<file path="src/hw/rtl/cle_pkg.sv">
// Shared constants and types for the console line editor.
package cle_pkg;

    localparam int LINE_SIZE = 64;
    localparam int IDX_W     = $clog2(LINE_SIZE);

    localparam logic [7:0] CH_LF    = 8'd10;
    localparam logic [7:0] CH_CR    = 8'd13;
    localparam logic [7:0] CH_SPACE = 8'd32;
    localparam logic [7:0] CH_TILDE = 8'd126;
    localparam logic [7:0] CH_DEL   = 8'd127;

    // Kind of echo sequence an accepted byte produces.
    typedef enum logic [1:0] {
        OP_CHR = 2'd0,
        OP_CR  = 2'd1,
        OP_DEL = 2'd2
    } t_op;

    typedef struct packed {
        t_op         op;
        logic [7:0]  ch;
        logic        complete;
        logic [5:0]  length;
        logic [15:0] count;
    } t_entry;

endpackage

</file>
<file path="src/hw/rtl/cle_editor.sv">
// Line editor state: write index, line count, and the decoded echo entry register.
module cle_editor (
    input  logic            i_clk,
    input  logic            i_rst_n,
    input  logic            i_rx_valid,
    output logic            o_rx_ready,
    input  logic [7:0]      i_rx_byte,
    output logic            o_ent_valid,
    input  logic            i_ent_ready,
    output cle_pkg::t_entry o_ent
);

    logic [cle_pkg::IDX_W-1:0] r_idx, n_idx;
    logic [15:0]               r_count, n_count;
    logic                      r_ent_valid, n_ent_valid;
    cle_pkg::t_entry           r_ent, n_ent;

    logic accept;
    logic is_cr, is_del, is_chr, emits;
    logic line_open;

    assign o_rx_ready = !r_ent_valid || i_ent_ready;
    assign accept     = i_rx_valid && o_rx_ready;

    assign line_open = (r_idx != '0);
    assign is_cr     = (i_rx_byte == cle_pkg::CH_CR);
    assign is_del    = (i_rx_byte == cle_pkg::CH_DEL) && line_open;
    assign is_chr    = (i_rx_byte >= cle_pkg::CH_SPACE) && (i_rx_byte <= cle_pkg::CH_TILDE)
                       && (r_idx < cle_pkg::IDX_W'(cle_pkg::LINE_SIZE - 1));
    assign emits     = is_cr || is_del || is_chr;

    always_comb begin
        n_idx   = r_idx;
        n_count = r_count;
        n_ent   = r_ent;
        if (accept) begin
            priority if (is_cr) begin
                n_idx = '0;
                if (line_open) n_count = r_count + 16'd1;
                n_ent.op = cle_pkg::OP_CR;
            end else if (is_del) begin
                n_idx    = r_idx - cle_pkg::IDX_W'(1);
                n_ent.op = cle_pkg::OP_DEL;
            end else if (is_chr) begin
                n_idx    = r_idx + cle_pkg::IDX_W'(1);
                n_ent.op = cle_pkg::OP_CHR;
            end else begin
                // ignored byte: index and entry hold
                n_idx = r_idx;
            end
            if (emits) begin
                n_ent.ch       = i_rx_byte;
                n_ent.complete = is_cr && line_open;
                n_ent.length   = 6'(n_idx);
                n_ent.count    = n_count;
            end
        end
    end

    assign n_ent_valid = (r_ent_valid && !i_ent_ready) || (accept && emits);

    always_ff @(posedge i_clk) begin
        if (!i_rst_n) begin
            r_idx       <= '0;
            r_count     <= '0;
            r_ent_valid <= 1'b0;
        end else begin
            r_idx       <= n_idx;
            r_count     <= n_count;
            r_ent_valid <= n_ent_valid;
        end
    end

    always_ff @(posedge i_clk) begin
        r_ent <= n_ent;
    end

    assign o_ent_valid = r_ent_valid;
    assign o_ent       = r_ent;

endmodule

</file>
<file path="src/hw/rtl/cle_echo.sv">
// Echo sequencer: result register that plays out one to three bytes per entry.
module cle_echo (
    input  logic            i_clk,
    input  logic            i_rst_n,
    input  logic            i_ent_valid,
    output logic            o_ent_ready,
    input  cle_pkg::t_entry i_ent,
    output logic            o_tx_valid,
    input  logic            i_tx_ready,
    output logic [7:0]      o_tx_byte,
    output logic            o_last,
    output logic            o_line_complete,
    output logic [5:0]      o_line_length,
    output logic [15:0]     o_message_count
);

    logic            r_busy, n_busy;
    logic [1:0]      r_pos, n_pos;
    cle_pkg::t_entry r_ent, n_ent;

    logic       last;
    logic [7:0] tx_byte;
    logic       load;

    always_comb begin
        unique case (r_ent.op)
            cle_pkg::OP_CHR: begin
                tx_byte = r_ent.ch;
                last    = 1'b1;
            end
            cle_pkg::OP_CR: begin
                tx_byte = (r_pos == 2'd0) ? cle_pkg::CH_CR : cle_pkg::CH_LF;
                last    = (r_pos == 2'd1);
            end
            cle_pkg::OP_DEL: begin
                tx_byte = (r_pos == 2'd1) ? cle_pkg::CH_SPACE : cle_pkg::CH_DEL;
                last    = (r_pos == 2'd2);
            end
            default: begin
                tx_byte = r_ent.ch;
                last    = 1'b1;
            end
        endcase
    end

    assign o_ent_ready = !r_busy || (i_tx_ready && last);
    assign load        = i_ent_valid && o_ent_ready;

    always_comb begin
        n_busy = r_busy;
        n_pos  = r_pos;
        n_ent  = r_ent;
        if (load) begin
            n_busy = 1'b1;
            n_pos  = 2'd0;
            n_ent  = i_ent;
        end else if (r_busy && i_tx_ready) begin
            n_busy = !last;
            n_pos  = r_pos + 2'd1;
        end
    end

    always_ff @(posedge i_clk) begin
        if (!i_rst_n) begin
            r_busy <= 1'b0;
            r_pos  <= 2'd0;
        end else begin
            r_busy <= n_busy;
            r_pos  <= n_pos;
        end
    end

    always_ff @(posedge i_clk) begin
        r_ent <= n_ent;
    end

    assign o_tx_valid      = r_busy;
    assign o_tx_byte       = tx_byte;
    assign o_last          = last;
    assign o_line_complete = r_ent.complete;
    assign o_line_length   = r_ent.length;
    assign o_message_count = r_ent.count;

endmodule

</file>
<file path="src/hw/rtl/console_line_editor.sv">
// Top level of the console line editor with echo.
//
//  channel | direction | handshake              | payload
//  rx      | in        | i_rx_valid / o_rx_ready | i_rx_byte
//  tx      | out       | o_tx_valid / i_tx_ready | o_tx_byte, o_last, o_line_complete,
//          |           |                         | o_line_length, o_message_count
//
// An rx byte is decoded in the cycle it transfers and lands in the entry
// register; the echo register picks it up from there once it is free, and
// plays out its echo bytes. The tx side moves one byte per cycle while
// i_tx_ready is high, and an item echoes 1 (printable), 2 (carriage return)
// or 3 (DEL) bytes. Bytes that echo nothing never reach the tx side.
// Reset clears the write index, the line count and both entry valids.
// A tx stall backs up through the echo register into the entry register and
// then drops o_rx_ready; one decoded entry waits while the echo is busy.
// The line text itself has no readout port here, so only the index is kept.
module console_line_editor (
    input  logic        i_clk,
    input  logic        i_rst_n,
    input  logic        i_rx_valid,
    output logic        o_rx_ready,
    input  logic [7:0]  i_rx_byte,
    output logic        o_tx_valid,
    input  logic        i_tx_ready,
    output logic [7:0]  o_tx_byte,
    output logic        o_last,
    output logic        o_line_complete,
    output logic [5:0]  o_line_length,
    output logic [15:0] o_message_count
);

    // decoded entry between editor and echo sequencer
    logic            ent_valid;
    logic            ent_ready;
    cle_pkg::t_entry ent;

    cle_editor u_editor (
        .i_clk       (i_clk),
        .i_rst_n     (i_rst_n),
        .i_rx_valid  (i_rx_valid),
        .o_rx_ready  (o_rx_ready),
        .i_rx_byte   (i_rx_byte),
        .o_ent_valid (ent_valid),
        .i_ent_ready (ent_ready),
        .o_ent       (ent)
    );

    cle_echo u_echo (
        .i_clk           (i_clk),
        .i_rst_n         (i_rst_n),
        .i_ent_valid     (ent_valid),
        .o_ent_ready     (ent_ready),
        .i_ent           (ent),
        .o_tx_valid      (o_tx_valid),
        .i_tx_ready      (i_tx_ready),
        .o_tx_byte       (o_tx_byte),
        .o_last          (o_last),
        .o_line_complete (o_line_complete),
        .o_line_length   (o_line_length),
        .o_message_count (o_message_count)
    );

endmodule

</file>
<file path="config.mk">
export PLATFORM = sky130hd
export DESIGN_NAME = console_line_editor
export DESIGN_NICKNAME = d
export VERILOG_FILES = /design/src/hw/rtl/cle_pkg.sv /design/src/hw/rtl/cle_editor.sv /design/src/hw/rtl/cle_echo.sv /design/src/hw/rtl/console_line_editor.sv
export SDC_FILE = /design/constraint.sdc
export NUM_CORES = 1
export LEC_CHECK = 0
export BUFFER_PORTS_ARGS = -buffer_cell sky130_fd_sc_hd__buf_4
export CAP_MARGIN = 40
export CORE_MARGIN = 5
export CORE_UTILIZATION = 30
export CTS_BUF_LIST = sky130_fd_sc_hd__clkbuf_8 sky130_fd_sc_hd__clkbuf_16
export DETAILED_ROUTE_END_ITERATION = 6
export HOLD_SLACK_MARGIN = 0.06
export PLACE_DENSITY_LB_ADDON = 0.3
export SYNTH_ARGS = -nofsm -noshare
export SYNTH_HDL_FRONTEND = slang
export SYNTH_HIERARCHICAL = 1
export SYNTH_SLANG_ARGS = --single-unit
export TNS_END_PERCENT = 1
</file>
<file path="constraint.sdc">
create_clock -name i_clk -period 4.5 [get_ports i_clk]
set_clock_uncertainty 0.2 [all_clocks]
set_input_delay 0 -clock i_clk [delete_from_list [all_inputs] [get_ports i_clk]]
set_output_delay 0 -clock i_clk [all_outputs]
set_load 0.02 [all_outputs]
</file>
# ---- Word level (Yosys, flattened, before mapping)
# Cells that the tools add are included.
# Widths: inputs -> output; s select.
dict set report totals {
  reg_bits 92
  in_bits 12
  output_inout_bits 34
  elab_cells 68
}
dict set report classes {
  n_addsub 4
  order_cmp 3
  n_eq_ne 6
  muxes 13
  n_bitwise 1
  n_reduce_logical 26
}
# operator count
set op_table {}
lappend op_table {{$mux 16} 2}
lappend op_table {{$mux 6} 3}
lappend op_table {{$add 16x1->16 const B} 1}
lappend op_table {{$pmux 8 s2} 1}
lappend op_table {{$logic_and 1x1->1} 10}
lappend op_table {{$eq 8x4->1 const B} 1}
lappend op_table {{$eq 8x7->1 const B} 1}
lappend op_table {{$ge 8x6->1 const B} 1}
lappend op_table {{$le 8x7->1 const B} 1}
lappend op_table {{$mux 7} 1}
lappend op_table {{$add 6x1->6 const B} 1}
lappend op_table {{$lt 6x6->1 const B} 1}
lappend op_table {{$reduce_bool 6->1} 1}
lappend op_table {{$sub 6x1->6 const B} 1}
lappend op_table {{$logic_or 1x1->1} 5}
lappend op_table {{$eq 2x1->1 const B} 2}
lappend op_table {{$eq 2x2->1 const B} 2}
lappend op_table {{$logic_not 1->1} 4}
lappend op_table {{$mux 2} 2}
lappend op_table {{$reduce_and 2->1} 2}
lappend op_table {{$mux 3} 1}
lappend op_table {{$reduce_bool 3->1} 1}
lappend op_table {{$add 2x1->2 const B} 1}
lappend op_table {{$logic_not 2->1} 1}
lappend op_table {{5 further kinds} 6}

# ---- Depth between registers and ports, before layout
dict set report depth {
  depth_word 8
  depth_mapped 11
  mapped_depth_nobuf 9
}

# ---- Cells and area by module
# Netlist, hierarchy kept.
# module n_inst cells_each area_per_inst_um2 seq_area_each_um2
set modules_own_cells {}
lappend modules_own_cells {cle_editor 1 255 2677.6 1451.4}
lappend modules_own_cells {cle_echo 1 101 1487.7 1051.0}

# ---- Least setup slack after synthesis
# No wires, ideal clock.
dict set report synth_timing {
  kind {reg2reg}
  start {register u_echo/r_ent[32] (netlist name)}
  end {register u_editor.r_ent, in the netlist u_editor/o_ent[0], enable pin}
  setup_ns 0.423
  t_arrival_ns 3.198
  required_ns 3.877
  path_slack_ns 0.679
  path_stages_with_launch 8
  n_path_buf 1
  synth_period_minus_slack_ns 3.821
  cell_sequence {edfxtp_1 > ha_1 > a221o_1 > a21bo_1 > nand2b_1 > nand2_1 > clkbuf_1 > nor2_1}
}
dict set report synth_via {
  elab_chain_cells 7
  word_cells_on_any_way 8
  classes_between {eq/ne (2); mux (1); reduce/logical (5)}
}
# item line_no
set synth_rtl {}
lappend synth_rtl {{start: declaration} cle_echo.sv:19} ;# cle_pkg::t_entry r_ent, n_ent;
lappend synth_rtl {{start signal: assignment} cle_echo.sv:74} ;# r_ent <= n_ent;
lappend synth_rtl {{$eq 2x2->1 or $eq 2x1->1 (tied branches)} cle_echo.sv:26} ;# unique case (r_ent.op)
lappend synth_rtl {{$pmux 1 s2 *} cle_echo.sv:26}
lappend synth_rtl {{via o_last} console_line_editor.sv:26} ;# output logic o_last,
lappend synth_rtl {{$logic_and 1x1->1 *} cle_echo.sv:46} ;# assign o_ent_ready = !r_busy || (i_tx_ready && last);
lappend synth_rtl {{$logic_or 1x1->1 *} cle_echo.sv:46}
lappend synth_rtl {{via ent_ready} console_line_editor.sv:34} ;# logic ent_ready;
lappend synth_rtl {{$logic_or 1x1->1 *} cle_editor.sv:22} ;# assign o_rx_ready = !r_ent_valid || i_ent_ready;
lappend synth_rtl {{via o_rx_ready} console_line_editor.sv:21} ;# output logic o_rx_ready,
lappend synth_rtl {{$logic_and 1x1->1 *} cle_editor.sv:23} ;# assign accept = i_rx_valid && o_rx_ready;
lappend synth_rtl {{$reduce_and 2->1 (no line) *} -}
lappend synth_rtl {{end signal: assignment} cle_editor.sv:75} ;# r_ent <= n_ent;
lappend synth_rtl {{end: declaration} cle_editor.sv:16} ;# cle_pkg::t_entry r_ent, n_ent;
# The timed path passes the listed nets; every way through them passes the cells marked *.
# A chain may end at the register's enable or synchronous reset.

# ---- Worst setup path in the final report
dict set report layout_timing {
  start {register u_echo/r_ent[32] (netlist name)}
  end {register u_editor.r_ent, in the netlist u_editor/o_ent[3], enable pin}
}
dict set report layout_via {
  elab_chain_cells 7
  word_cells_on_any_way 8
  classes_between {eq/ne (2); mux (1); reduce/logical (5)}
}
# item line_no
set layout_rtl {}
lappend layout_rtl {{$eq 2x2->1 or $eq 2x1->1 (tied branches)} cle_echo.sv:26}
lappend layout_rtl {{$pmux 1 s2 *} cle_echo.sv:26}
lappend layout_rtl {{$logic_and 1x1->1 *} cle_echo.sv:46}
lappend layout_rtl {{$logic_or 1x1->1 *} cle_echo.sv:46}
lappend layout_rtl {{via ent_ready} console_line_editor.sv:34}
lappend layout_rtl {{$logic_or 1x1->1 *} cle_editor.sv:22}
lappend layout_rtl {{$logic_and 1x1->1 *} cle_editor.sv:23}
lappend layout_rtl {{$reduce_and 2->1 (no line) *} -}
# Marks and branches as above.

==> qor.yml <==
dpl.hpwl_mm: 5.432
ioPinCount: 46
antenna_found_initial: 0
synth_edf_count: 66
hold_path.class: "in2reg"
synth_area_per_cell_um2: 11.70
drt-total-wl_mm: 7.706
critical_path_peak_fanout: 21
tightest_slew_ns: 0.8201
grt_pass1_vias: 2672
cts_setup_buffers: 0
critPathKind: "reg2reg"
grt_start_max_net_pins: 22
fin_area_mm2: 0.004972
syn_inst: 356
cts_root_buf: "clkbuf_16"
cap_viol_max_count: 0
tns_ns: 0
ir_drop_v: 0.0001926
hold_buffers: 12
slowest_delay_ns: 0.58
min_delay_path_depth: 2
async_reset_ff_share_pct: 0
clk_latency_ns: 0.34
synth_top_flop_cell: "edfxtp_1"
clock-sinks: 92
clkTransAtPathRegs_ns: 0.07
crit_family: "simple AND/OR/NAND/NOR gates"
crit_path_end_kind: "flip-flop"
area_growth_pct: 19.38
drt-initial-drc-count: 207
initial_core_util_pct: 30.24
num_vias: 2624
dp_cells: 546
synthDistinctLibCells: 52
final_cell_mix: "edfxtp_1 (66), buf_4 (47), nor2_1 (28)"
slew_headroom_pct: 45.33
dieWidth_um: 127.8
placeableCoreArea_mm2: 0.01377
cts_tree: "done"
firstDrtPassIters: 6
clock_path_buffers: 2
critical_path.startpoint_type: "flip-flop"
critical_path_depth: 7
crit_buf_inv: 1
ant_nets: 0
placed_area_mm2: 0.004522
synth_nets: 377
period_share_pct: 73.38
p_leak_nw: 1.772
route.detailed.drc: 0
power_density_mw_per_mm2: 381.9
path_cells: "ha_1, a221o_1, a21bo_1, nand2b_1, nand2_1, nor2_2, buf_4"
finalCriticalPeriod_ns: 3.302
io_buffers: 45
diodes: 0
mostFrequentLayoutCell: "edfxtp_1"
fin_hold_ws_ns: 0.2050
arrival_ns: 3.11
grt_pass1_wl_mm: 13.05
avgRoutedWirePerCell_um: 13.43
reg2reg_depth: 7
grtUsageTotal_pct: 10.06
htreeDepth: 3
grt_remaining_overflow: 0
slowest_stage: "nor2_2"
ys_seq_elements: 92
vias_per_cell: 4.571
hold_violations: 0
die_area_mm2: 0.01634
fmax_mhz: 302.8
rows: 43
rsz0062_at_grt: "false"
final_nets: 410
yosysWarningCount: 6
ctsResizeCount: 0
finalSetupViolCount: 0
status: "finished clean"
ys_seq_area_share_pct: 60.08
fin_cells: 574
syn_area_mm2: 0.004165
final_layout_size_suffix_gt1_share_pct: 19.04
required_ns: 4.31
cts_buffers: 9
die_h_um: 127.8
place_congestion: 0.8124
drv_slew: 0
routing by layer:
layer / vias to the layer above / global-route usage [%] / share of wire, %
met3: 14 / 1.625 / 5.1
met4: 0 / 5.805 / 2.7
li1: 1309 / - / -
met5: - / 0 / 0
met2: 63 / 16.64 / 47
met1: 1238 / 12.42 / 45
worst reg2reg max path: cells and delay by family, from the launching register on:
family / cells / cell delay, ns
adders and majority gates: 1 / 0.52
AOI/OAI and AO/OA: 2 / 0.41
DFF: 1 / 0.39
and+or+nand+nor: 3 / 1.06
buffers and inverters: 1 / 0.40
cell families (layout without fill, tap and decap cells):
| family | after synthesis | count (layout) | synth area share, % |
|---|---|---|---|
| xor gates and xnor gates | 32 | 32 | 6.729 |
| AOI/OAI and AO/OA | 52 | 52 | 8.561 |
| and+or+nand+nor | 112 | 112 | 13.76 |
| DFF | 92 | 92 | 60.08 |
| buffers and inverters | 54 | 92 | 6.909 |
| adders and majority gates | 9 | 9 | 2.704 |
| muxes | 5 | 5 | 1.262 |
worst paths after layout:
check                                                  from                             endpoint  slack [ns]
worst max-delay path             u_echo/r_ent[32]$_DFFE_PP_          u_editor/o_ent[3]$_DFFE_PP_        1.20
worst min-delay path                           i_rx_byte[2]         u_editor/o_ent[25]$_DFFE_PP_        0.21
worst max register to register   u_echo/r_ent[32]$_DFFE_PP_          u_editor/o_ent[3]$_DFFE_PP_        1.20
worst min register to register  u_editor/o_ent[3]$_DFFE_PP_  u_echo/o_message_count[3]$_DFFE_PP_        0.21
where the power goes:
group          internal (W)  total [W]  switching, W
clock network      0.000495   0.000815      0.000320
registers          0.000936   0.000952     0.0000169
logic             0.0000547   0.000132     0.0000771
state kept, by name, indices dropped and copies added (netlist names):
signal	count
u_editor/o_ent	33
u_echo/o_message_count	16
u_editor/r_count	16
u_echo/r_ent	10
u_echo/o_line_length	6
u_editor/r_idx	6
u_echo/r_pos	2
u_echo/o_line_complete	1
u_echo/o_tx_valid	1
u_editor/o_ent_valid	1
cell type report:
cell class                 count  area, µm²
clock inverter                 7      105.1
clock buffer                   9      225.2
multi-input combinational    210       1378
tap                          180      225.2
sequential                    92       2502
fill                        1372       8801
inverter                      17      63.81
timing repair buffer          59      473.0
synth_stat cells, types with 2 or more instances:
cell | n | area [µm²]
ha_1 | 9 | 112.6
dfxtp_1 | 26 | 520.5
nand2_1 | 24 | 90.09
nor2_1 | 29 | 108.9
buf_4 | 22 | 165.2
buf_2 | 2 | 10.01
inv_1 | 16 | 60.06
nor4_1 | 4 | 25.02
o21ba_2 | 2 | 20.02
xor2_1 | 16 | 140.1
a211oi_1 | 3 | 22.52
or3_1 | 6 | 37.54
nor3_1 | 5 | 25.02
and4b_1 | 2 | 20.02
o211ai_1 | 2 | 15.01
or2_2 | 2 | 12.51
a31oi_1 | 2 | 12.51
xnor2_1 | 16 | 140.1
nand2b_1 | 3 | 18.77
nand3_1 | 11 | 55.05
edfxtp_1 | 66 | 1982
and2_1 | 8 | 50.05
a21oi_1 | 13 | 65.06
o21ai_1 | 2 | 10.01
nand4_1 | 9 | 56.30
o22ai_1 | 2 | 12.51
mux2i_1 | 3 | 30.03
mux2_2 | 2 | 22.52
clkbuf_1 | 13 | 48.80
o21ai_0 | 14 | 70.07
stage by stage:
stage / total power, W / worst slack [ns] / utilization, %
after floorplan: 0.001053 / 0.6785 / -
after global placement: 0.001093 / 1.295 / 32.83
after global routing: 0.001978 / 0.8568 / 36.10
after CTS: 0.001922 / 1.125 / 36.10
final: 0.001899 / 1.198 / 36.10
after detailed placement: 0.001095 / 1.126 / 32.83
Power figures use the tool's default switching activity.
